<file path="src/rtl/core/icprng_pkg.sv">
// Shared types, constants and microcode ROM for the inversive congruential generator.
package icprng_pkg;

	// Generator constants
	localparam logic [63:0] MULT_K     = 64'd6906969069;
	localparam logic [63:0] ADD_K      = 64'd1234513250;
	localparam logic [63:0] SEED_RESET = 64'd12345;
	localparam logic [63:0] TWO_K      = 64'd2;

	// Configuration port
	localparam int ADDR_W = 4;
	localparam int DATA_W = 64;
	localparam logic REG_IDX_SEED = 1'b0;

	// Sequencer sizing
	localparam int PC_W   = 4;
	localparam int ITER_W = 2;
	localparam logic [PC_W-1:0]   PC_FIRST  = 4'd0;
	localparam logic [PC_W-1:0]   PC_LOOP   = 4'd1;
	localparam logic [ITER_W-1:0] ITER_LAST = 2'd3;

	// Control state
	typedef enum logic {
		ST_IDLE,
		ST_RUN
	} state_t;

	// Which 32x32 partial product to form
	typedef enum logic [1:0] {
		MUL_NONE,
		MUL_LL,
		MUL_LH,
		MUL_HL
	} mul_t;

	// Second multiplier operand
	typedef enum logic [1:0] {
		B_X,
		B_T,
		B_C
	} bsel_t;

	// Accumulator action
	typedef enum logic [1:0] {
		ACC_HOLD,
		ACC_LOAD,
		ACC_ADDHI
	} acc_t;

	// Register write-back
	typedef enum logic [2:0] {
		WB_NONE,
		WB_INIT,
		WB_T,
		WB_Y,
		WB_STATE
	} wb_t;

	// One microcode word
	typedef struct packed {
		mul_t  mul;
		bsel_t bsel;
		acc_t  acc;
		wb_t   wb;
		logic  jmp;
		logic  fin;
	} ctl_t;

	// Program: initial guess, four Newton passes, then the affine step.
	// Each 64-bit product takes LL, LH, HL partials and a final add.
	function automatic ctl_t ucode(input logic [PC_W-1:0] pc);
		ctl_t c;
		c = '{MUL_NONE, B_X, ACC_HOLD, WB_NONE, 1'b0, 1'b0};
		case (pc)
			4'd0: c = '{MUL_NONE, B_X, ACC_HOLD,  WB_INIT,  1'b0, 1'b0};
			// t = 2 - y*x
			4'd1: c = '{MUL_LL,   B_X, ACC_HOLD,  WB_NONE,  1'b0, 1'b0};
			4'd2: c = '{MUL_LH,   B_X, ACC_LOAD,  WB_NONE,  1'b0, 1'b0};
			4'd3: c = '{MUL_HL,   B_X, ACC_ADDHI, WB_NONE,  1'b0, 1'b0};
			4'd4: c = '{MUL_NONE, B_X, ACC_ADDHI, WB_NONE,  1'b0, 1'b0};
			4'd5: c = '{MUL_NONE, B_X, ACC_HOLD,  WB_T,     1'b0, 1'b0};
			// y = y*t, loop back until four passes are done
			4'd6: c = '{MUL_LL,   B_T, ACC_HOLD,  WB_NONE,  1'b0, 1'b0};
			4'd7: c = '{MUL_LH,   B_T, ACC_LOAD,  WB_NONE,  1'b0, 1'b0};
			4'd8: c = '{MUL_HL,   B_T, ACC_ADDHI, WB_NONE,  1'b0, 1'b0};
			4'd9: c = '{MUL_NONE, B_T, ACC_ADDHI, WB_NONE,  1'b0, 1'b0};
			4'd10: c = '{MUL_NONE, B_T, ACC_HOLD, WB_Y,     1'b1, 1'b0};
			// state = K*y + A
			4'd11: c = '{MUL_LL,   B_C, ACC_HOLD,  WB_NONE,  1'b0, 1'b0};
			4'd12: c = '{MUL_LH,   B_C, ACC_LOAD,  WB_NONE,  1'b0, 1'b0};
			4'd13: c = '{MUL_HL,   B_C, ACC_ADDHI, WB_NONE,  1'b0, 1'b0};
			4'd14: c = '{MUL_NONE, B_C, ACC_ADDHI, WB_NONE,  1'b0, 1'b0};
			4'd15: c = '{MUL_NONE, B_C, ACC_HOLD,  WB_STATE, 1'b0, 1'b1};
			default: c = '{MUL_NONE, B_X, ACC_HOLD, WB_NONE, 1'b0, 1'b0};
		endcase
		return c;
	endfunction

endpackage

</file>
<file path="src/rtl/core/inversive_congruential_prng64.sv">
// A word is valid once the request is accepted and the microcode program has run to its
// final step. One request is in flight at a time: no new request is taken until the word is
// written. The program length is set by the single shared 32x32 multiplier: nine 64-bit
// products, each three partial products, an accumulate step and a write-back, plus the initial guess step.
// An unclaimed previous word holds the final step until it is taken.
// Reset (arst_n low, asynchronous): seed = 12345, state = 12345, sequencer idle, no word pending.
module inversive_congruential_prng64 (
	input  logic                             clk,
	input  logic                             arst_n,
	// request channel
	input  logic                             req_valid,
	output logic                             req_ready,
	input  logic                             restart,
	// response channel
	output logic                             rsp_valid,
	input  logic                             rsp_ready,
	output logic [31:0]                      random_word,
	// configuration port
	input  logic                             psel,
	input  logic                             penable,
	input  logic                             pwrite,
	input  logic [icprng_pkg::ADDR_W-1:0]    paddr,
	input  logic [icprng_pkg::DATA_W-1:0]    pwdata,
	output logic [icprng_pkg::DATA_W-1:0]    prdata,
	output logic                             pready
);

	icprng_pkg::state_t                  state_q, state_d;
	logic [icprng_pkg::PC_W-1:0]         pc_q;
	logic [icprng_pkg::ITER_W-1:0]       iter_q;
	icprng_pkg::ctl_t                    cw;
	logic                                req_fire;
	logic                                stall;
	logic                                go;
	logic [63:0]                         seed_q;
	logic [63:0]                         x_q, y_q, t_q, acc_q, prod_q;
	logic [63:0]                         b_full;
	logic [31:0]                         mul_a, mul_b;
	logic [63:0]                         new_state;
	logic                                rsp_valid_q;
	logic [31:0]                         word_q;

	// Configuration registers
	assign pready = 1'b1;
	assign prdata = (paddr[3] == icprng_pkg::REG_IDX_SEED) ? seed_q : '0;

	always_ff @(posedge clk or negedge arst_n) begin
		if (!arst_n) begin
			seed_q <= icprng_pkg::SEED_RESET;
		end else if (psel && penable && pwrite && pready
		             && paddr[3] == icprng_pkg::REG_IDX_SEED) begin
			seed_q <= pwdata;
		end
	end

	// Control word for the current step
	assign cw       = icprng_pkg::ucode(pc_q);
	assign req_fire = req_valid && req_ready;
	// hold the last step while the previous word is still unclaimed
	assign stall    = (cw.wb == icprng_pkg::WB_STATE) && rsp_valid_q && !rsp_ready;

	// FSM next state
	always_comb begin
		state_d = state_q;
		case (state_q)
			icprng_pkg::ST_IDLE: begin
				if (req_fire) state_d = icprng_pkg::ST_RUN;
			end
			icprng_pkg::ST_RUN: begin
				if (cw.fin && !stall) state_d = icprng_pkg::ST_IDLE;
			end
			default: state_d = icprng_pkg::ST_IDLE;
		endcase
	end

	// FSM outputs
	always_comb begin
		req_ready = 1'b0;
		go        = 1'b0;
		case (state_q)
			icprng_pkg::ST_IDLE: req_ready = 1'b1;
			icprng_pkg::ST_RUN:  go = !stall;
			default: begin
				req_ready = 1'b0;
				go        = 1'b0;
			end
		endcase
	end

	always_ff @(posedge clk or negedge arst_n) begin
		if (!arst_n) begin
			state_q <= icprng_pkg::ST_IDLE;
		end else begin
			state_q <= state_d;
		end
	end

	// Step counter with the Newton loop jump
	always_ff @(posedge clk or negedge arst_n) begin
		if (!arst_n) begin
			pc_q   <= icprng_pkg::PC_FIRST;
			iter_q <= '0;
		end else if (req_fire) begin
			pc_q   <= icprng_pkg::PC_FIRST;
			iter_q <= '0;
		end else if (go) begin
			if (cw.jmp && iter_q != icprng_pkg::ITER_LAST) begin
				pc_q   <= icprng_pkg::PC_LOOP;
				iter_q <= iter_q + 1'b1;
			end else begin
				pc_q <= pc_q + 1'b1;
			end
		end
	end

	// Multiplier operand selection
	always_comb begin
		case (cw.bsel)
			icprng_pkg::B_X: b_full = x_q;
			icprng_pkg::B_T: b_full = t_q;
			icprng_pkg::B_C: b_full = icprng_pkg::MULT_K;
			default:         b_full = x_q;
		endcase
		mul_a = (cw.mul == icprng_pkg::MUL_HL) ? y_q[63:32] : y_q[31:0];
		mul_b = (cw.mul == icprng_pkg::MUL_LH) ? b_full[63:32] : b_full[31:0];
	end

	// Shared 32x32 multiplier, registered product
	always_ff @(posedge clk) begin
		if (go && cw.mul != icprng_pkg::MUL_NONE) begin
			prod_q <= 64'(mul_a) * 64'(mul_b);
		end
	end

	// Accumulator: low product loads, cross products add into the upper half
	always_ff @(posedge clk) begin
		if (go) begin
			case (cw.acc)
				icprng_pkg::ACC_LOAD:  acc_q <= prod_q;
				icprng_pkg::ACC_ADDHI: acc_q[63:32] <= acc_q[63:32] + prod_q[31:0];
				default:               acc_q <= acc_q;
			endcase
		end
	end

	assign new_state = acc_q + icprng_pkg::ADD_K;

	// Estimate and Newton term write-back
	always_ff @(posedge clk) begin
		if (go) begin
			case (cw.wb)
				icprng_pkg::WB_INIT: y_q <= (x_q + {x_q[62:0], 1'b0}) ^ icprng_pkg::TWO_K;
				icprng_pkg::WB_T:    t_q <= icprng_pkg::TWO_K - acc_q;
				icprng_pkg::WB_Y:    y_q <= acc_q;
				default: begin
					y_q <= y_q;
					t_q <= t_q;
				end
			endcase
		end
	end

	// Generator state: restart load on accept, new value at the end of the program
	always_ff @(posedge clk or negedge arst_n) begin
		if (!arst_n) begin
			x_q <= icprng_pkg::SEED_RESET | 64'd1;
		end else if (req_fire && restart) begin
			x_q <= seed_q | 64'd1;
		end else if (go && cw.wb == icprng_pkg::WB_STATE) begin
			x_q <= new_state;
		end
	end

	// Output register
	always_ff @(posedge clk or negedge arst_n) begin
		if (!arst_n) begin
			rsp_valid_q <= 1'b0;
		end else if (go && cw.wb == icprng_pkg::WB_STATE) begin
			rsp_valid_q <= 1'b1;
		end else if (rsp_ready) begin
			rsp_valid_q <= 1'b0;
		end
	end

	always_ff @(posedge clk) begin
		if (go && cw.wb == icprng_pkg::WB_STATE) begin
			word_q <= new_state[63:32];
		end
	end

	assign rsp_valid   = rsp_valid_q;
	assign random_word = word_q;

endmodule

</file>
<file path="config.mk">
export PLATFORM = sky130hd
export DESIGN_NAME = inversive_congruential_prng64
export DESIGN_NICKNAME = d
export VERILOG_FILES = /design/src/rtl/core/icprng_pkg.sv /design/src/rtl/core/inversive_congruential_prng64.sv
export SDC_FILE = /design/constraint.sdc
export NUM_CORES = 2
export LEC_CHECK = 0
export BUFFER_PORTS_ARGS = -buffer_cell sky130_fd_sc_hd__buf_2
export CORE_MARGIN = 2
export CORE_UTILIZATION = 65
export DETAILED_ROUTE_END_ITERATION = 16
export PLACE_DENSITY = 0.86
export SLEW_MARGIN = 15
export SYNTH_ARGS = -nofsm -noshare
export SYNTH_HDL_FRONTEND = slang
export SYNTH_SLANG_ARGS = --single-unit
</file>
<file path="constraint.sdc">
create_clock -name clk -period 11.8 [get_ports clk]
set_clock_uncertainty 0.1 [all_clocks]
set_input_delay 3.54 -clock clk [delete_from_list [all_inputs] [get_ports clk]]
set_output_delay 3.54 -clock clk [all_outputs]
set_load 0.05 [all_outputs]
</file>
# Word level (Yosys, flattened, before mapping)
# Memory sizes are Yosys's and may differ from the RTL's.
# Cells that the tools add are included.
# totals
ff_bits,424
latchBits,0
ramBits,0
mem_bits_ro,176
in_bits,76
output_inout_bits,99
word_cells,80
n_memories,1
# memory_table
name,depth,width,read_ports,rd_ports_with_merged_regs,write_ports,line,source
(no name shown),16,11,1,0,0,icprng_pkg.sv:74,case (pc)
# op_classes
add_sub_neg,6
mul,1
div,0
magnitude_cmp,0
eq_ne,11
n_shift,0
n_mux,21
bitwise,3
reduce_logical,25
# ops
op,n
$pmux W64 S2,2
$mux W64,3
$add A64 B31 Y64 const B,1
$add A64 B64 Y64,1
$mul A32 B32 Y64,1
$mux W32,2
$pmux W32 S2,1
$sub A2 B64 Y64 const A,1
$add A32 B32 Y32,1
$reduce_bool A2 Y1,7
$mux W4,3
$logic_and A1 B1 Y1,11
$reduce_and A2 Y1,5
$eq A2 B2 Y1 const B,4
$eq A3 B2 Y1 const B,2
$mux W1,6
$mux W2,3
$add A4 B1 Y4 const B,1
$eq A2 B1 Y1 const B,2
$eq A3 B1 Y1 const B,1
$eq A3 B3 Y1 const B,1
$not A1 Y1,3
$add A2 B1 Y2 const B,1
$logic_not A1 Y1,2
2 further kinds,2

# Longest topological paths before layout
# An unclocked memory read counts as a cell.
# depth
ltp_word,9
mapped_depth,42
depth_no_buf,39

# Least setup slack after synthesis
# Ideal clock, no wire load.
# synth_path
path_kind,register -> register
from,register pc_q[1] (netlist bit)
to,"register prod_q[58], data pin"
setup_time_ns,0.261
arrival_time_ns,10.005
required_ns,11.439
setup_slack_ns,1.434
path_stages_with_launch,33
n_path_buf,5
synth_period_minus_slack_ns,10.366
path_cell_list,dfrtp_1 inv_1 ha_1 inv_1 mux4_2 nand2b_1 clkbuf_1 clkbuf_1 buf_1 mux2i_1 clkbuf_1 nor2_1 fa_1 inv_1 fa_1 fa_1 fa_1 inv_1 fa_1 fa_1 fa_1 fa_1 ha_1 clkbuf_1 nand4_1 or3_1 a211oi_1 o21bai_1 a2111oi_0 o21ai_0 o31ai_1 a2111oi_0 a311o_1
# synth_between
elab_chain_cells,5
elab_cells_between_ends,9
cone_classes,1 x mul; 4 x eq/ne; 3 x mux; 1 x memory
# synth_lines
element,line,source
"start, declared",inversive_congruential_prng64.sv:29,logic [icprng_pkg::PC_W-1:0] pc_q;
"start signal, assigned",inversive_congruential_prng64.sv:101,pc_q <= icprng_pkg::PC_FIRST;
"start signal, assigned",inversive_congruential_prng64.sv:104,pc_q <= icprng_pkg::PC_FIRST;
"start signal, assigned",inversive_congruential_prng64.sv:108,pc_q <= icprng_pkg::PC_LOOP;
$mem_v2 Z16 W11 (*),-,
$eq A2 B2 Y1 / $eq A2 B1 Y1 (equally long branches),inversive_congruential_prng64.sv:118,case (cw.bsel)
$pmux W64 S2,inversive_congruential_prng64.sv:118,
$mux W32,inversive_congruential_prng64.sv:125,mul_b = (cw.mul == icprng_pkg::MUL_LH) ? b_full[63:32] : b_full[31:0];
$mul A32 B32 Y64 (*),inversive_congruential_prng64.sv:131,prod_q <= 64'(mul_a) * 64'(mul_b);
"end signal, assigned",inversive_congruential_prng64.sv:131,
"end, declared",inversive_congruential_prng64.sv:36,"logic [63:0] x_q, y_q, t_q, acc_q, prod_q;"
# Every way passes the cells marked *; elsewhere a longest branch is shown, timed or not.
# A chain may end at the register's enable or synchronous reset.

# Worst setup path after layout
# layout_path
from,register pc_q[0] (netlist bit)
to,"register prod_q[58], data pin"
# Same word-level chain as after synthesis.

==> results by group <==
Status
  • Status: finished clean

Synth
  • Synth Net Count: 7,473
  • Synth warn: 0
  • Mean post-synth cell area: just over 9 µm²
  • Synth Flop Type: edfxtp_1
  • Cell taking the most area after synthesis: fa_1
  • Synth top area cells: fa_1 31%, edfxtp_1 15%, ha_1 8.1%
  • Top cells by count, synth: 916 x inv_1, 898 x fa_1, 802 x nor2_1
  • Cells after Synth: between 6k and 7k
  • Sequential fraction of the synthesis area: 0.2111
  • Top-count cell post-synth: inv_1
  • Synth Register Bits: between 400 and 500
  • Post-synth top area share: 0.3146
  • Count of cell types in the netlist: 83
  • Post-synth EDFFs: 288
  • Synth async-reset ratio: 0.3208
  • Synthesized area: 57,150 µm²

Final layout
  • P&R area growth vs syn: 7.100%
  • Final non-filler cell total: between 7k and 8k
  • Number of fillers in the final layout: between 6k and 7k
  • Layout cells sized above 1: 0.1030
  • Cell area after layout: a little over 60,000 µm²
  • Util after Layout: 0.7045
  • Nets: approximately 7.5k

Detailed routing
  • Via count: 46.84k
  • DRT iter0 DRCs: between 5k and 6k
  • First-pass iteration count of the detailed router: 8
  • DR WL/cell: approximately 26 µm
  • Final WL: ~190,000 µm
  • DRC violations left: 0
  • Via density per instance: ~6.3
  • Detail Route Antenna Nets: 0

CTS
  • CTS sink count: about 420
  • Hold buffers post-CTS: 0
  • TritonCTS buffer count: 44
  • CTS tree: built
  • H-tree depth: 2
  • Clock latency on the worst-skew pair: 0.60 ns
  • Root buffer cell: clkbuf_16
  • CTS max path bufs: 3
  • Clock transition at path regs: about 0.06 ns

GRT
  • Met2 usage: 0.6556
  • Global-route wire length before repair: 284,000 µm
  • Largest net degree at the start of global routing: 106
  • Global routing's busiest layer: met2
  • GRT Overall Usage: 0.4243
  • Initial antenna violation count: 18
  • Met3 Use GR: 0.1346
  • Grt met1 use: 0.5127
  • Vias in the first global route: 47.89k
  • Gr ovfl total: 0

Worst setup path
  • Slowest CP cell: mux2_2
  • CP max stage delay: 0.69 ns
  • CP most frequent cell: fa_1
  • Data required, critical path: approximately 12 ns
  • Critical path type: flop to flop
  • Critical path data arrival time: 11.74 ns
  • Peak fanout along the critical path: 22
  • Crit start category: flop
  • Endpoint class of the critical path: flop

Placed design
  • Buffers on Ports: 170
  • Placed cell areas: between 50,000 and 60,000 µm²
  • # placed instances: ~7.3k
  • Final HPWL DP: approximately 150,000 µm
  • Routability cong.: 1.027

Floorplan
  • Core area: 86,890 µm²
  • Starting density of the core: 0.6578
  • Die height: between 300 and 400 µm
  • Ports: approximately 180
  • Chip width: around 300 µm
  • Row Count: 108
  • Die Area: 90,310 µm²

Timing
  • Unrepaired setup endpoints after global routing: false
  • Setup TNS: 0 ns
  • Slew Limit Headroom: 0.1627
  • Setup violators final: 0
  • Fin. max-slew vios: 0
  • Final Hold Fails: 0
  • Min cycle time layout: 11.51 ns
  • Final period util: 0.9757
  • Max Clock Freq: around 87 MHz
  • Least-Margin Pin Slew: 1.232 ns

Run
  • Max Cap Violations: 0

Min path
  • Worst hold path type: flop to flop
critical path: cells and delay by family, from the launching register on:
| kind | cells | cell delay, ns |
|---|---|---|
| buffers and inverters | 8 | 1.36 |
| muxes | 1 | 0.69 |
| and+or+nand+nor | 4 | 0.77 |
| DFF | 1 | 0.49 |
| adders and majority gates | 12 | 5.00 |
| AOI/OAI and AO/OA | 10 | 2.81 |
placed cells by master, fill, tap and decap left out, drive strengths merged, types with 11 or more instances in the layout:
cell / synthesis / final
a31oi: 20 / 20
nor3: 42 / 42
a21oi: 277 / 277
nor2: 802 / 802
nand2: 666 / 666
ha: 372 / 372
nand2b: 29 / 29
buf: 26 / 349
xor2: 93 / 93
dfstp: 12 / 12
inv: 916 / 920
clkbuf: 319 / 63
a211oi: 21 / 21
a22oi: 38 / 38
a21o: 134 / 134
nand3: 49 / 49
a22o: 19 / 19
or3: 18 / 18
o21a: 34 / 34
fa: 898 / 898
dfrtp: 124 / 124
o211ai: 11 / 11
clkinv: 1 / 12
and2: 31 / 31
nor2b: 88 / 88
nor4: 24 / 24
o21ai: 183 / 183
diode: 0 / 12
xnor2: 167 / 167
mux2i: 44 / 44
edfxtp: 288 / 288
o21bai: 31 / 31
nand4: 51 / 51
mux2: 126 / 126
a221o: 16 / 16
and3: 28 / 28
or2: 22 / 22
area by class of cell:
type | instances | area, µm² | area share
clock buffer | 62 | 1241 | 0.02028
timing repair buffer | 350 | 2303 | 0.03763
antenna | 12 | 30.03 | 0.0004906
inverter | 917 | 3442 | 0.05623
sequential | 424 | 12070 | 0.1971
tap | 1155 | 1445 | 0.02361
multi-input combinational | 4441 | 40550 | 0.6625
clock inverter | 19 | 127.6 | 0.002085
what timing repair did:
action                                  4_1_cts  5_1_grt
endpoints found under the setup margin        0        6
gates resized for setup                       0        9
buffers inserted                              0        2
endpoints found under the hold margin         0        0
path summary, 6_finish.rpt:
| path | start | cells after the start | slack [ns] | end |
|---|---|---|---|---|
| setup / recovery | pc_q[0] | 35 | 0.29 | prod_q[58] |
| hold / removal | prod_q[0] | 0 | 0.40 | acc_q[0] |
| setup reg to reg | pc_q[0] | 35 | 0.29 | prod_q[58] |
| hold reg to reg | prod_q[0] | 0 | 0.40 | acc_q[0] |
| max in group asynchronous | arst_n | 2 | 7.43 | seed_q[10] |
| min in group asynchronous | arst_n | 1 | 2.89 | seed_q[61] |
through the flow:
step	hold slack, ns	setup slack (ns)
finish	0.3975	0.2865
floorplan	0.3307	1.434
global placement	0.3591	0.2576
CTS	0.3903	0.09601
global route	0.4001	0.1383
detailed placement	0.3778	0.1883
cells by family (layout without fill, tap and decap cells):
| group | count (synthesis) | in the layout | synth area share |
|---|---|---|---|
| xor+xnor | 260 | 260 | 0.03984 |
| buf+inv | 1262 | 1348 | 0.08335 |
| simple gates | 1883 | 1883 | 0.1424 |
| compound gates | 856 | 856 | 0.09429 |
| fa+ha+maj | 1270 | 1270 | 0.3960 |
| flops | 424 | 424 | 0.2111 |
| mux | 171 | 171 | 0.03293 |
| other cells | 1 | 13 | 0.00006562 |
registers in the layout (all words and copies together), names as in the netlist:
name         flops
y_q             64
random_word     32
seed_q          64
state_q          1
prod_q          64
rsp_valid        1
t_q             64
iter_q           2
x_q             64
acc_q           64
pc_q             4
routing by layer:
layer / vias to the layer above / routed length [µm]
li1: 19680 / -
met1: 23120 / 63290
met5: - / 248
met2: 3159 / 84390
met4: 18 / 16040
met3: 861 / 24710
Power is left out: the tool's default activity adds up to more than one toggle a clock period on the data nets, which glitch-free logic cannot reach.
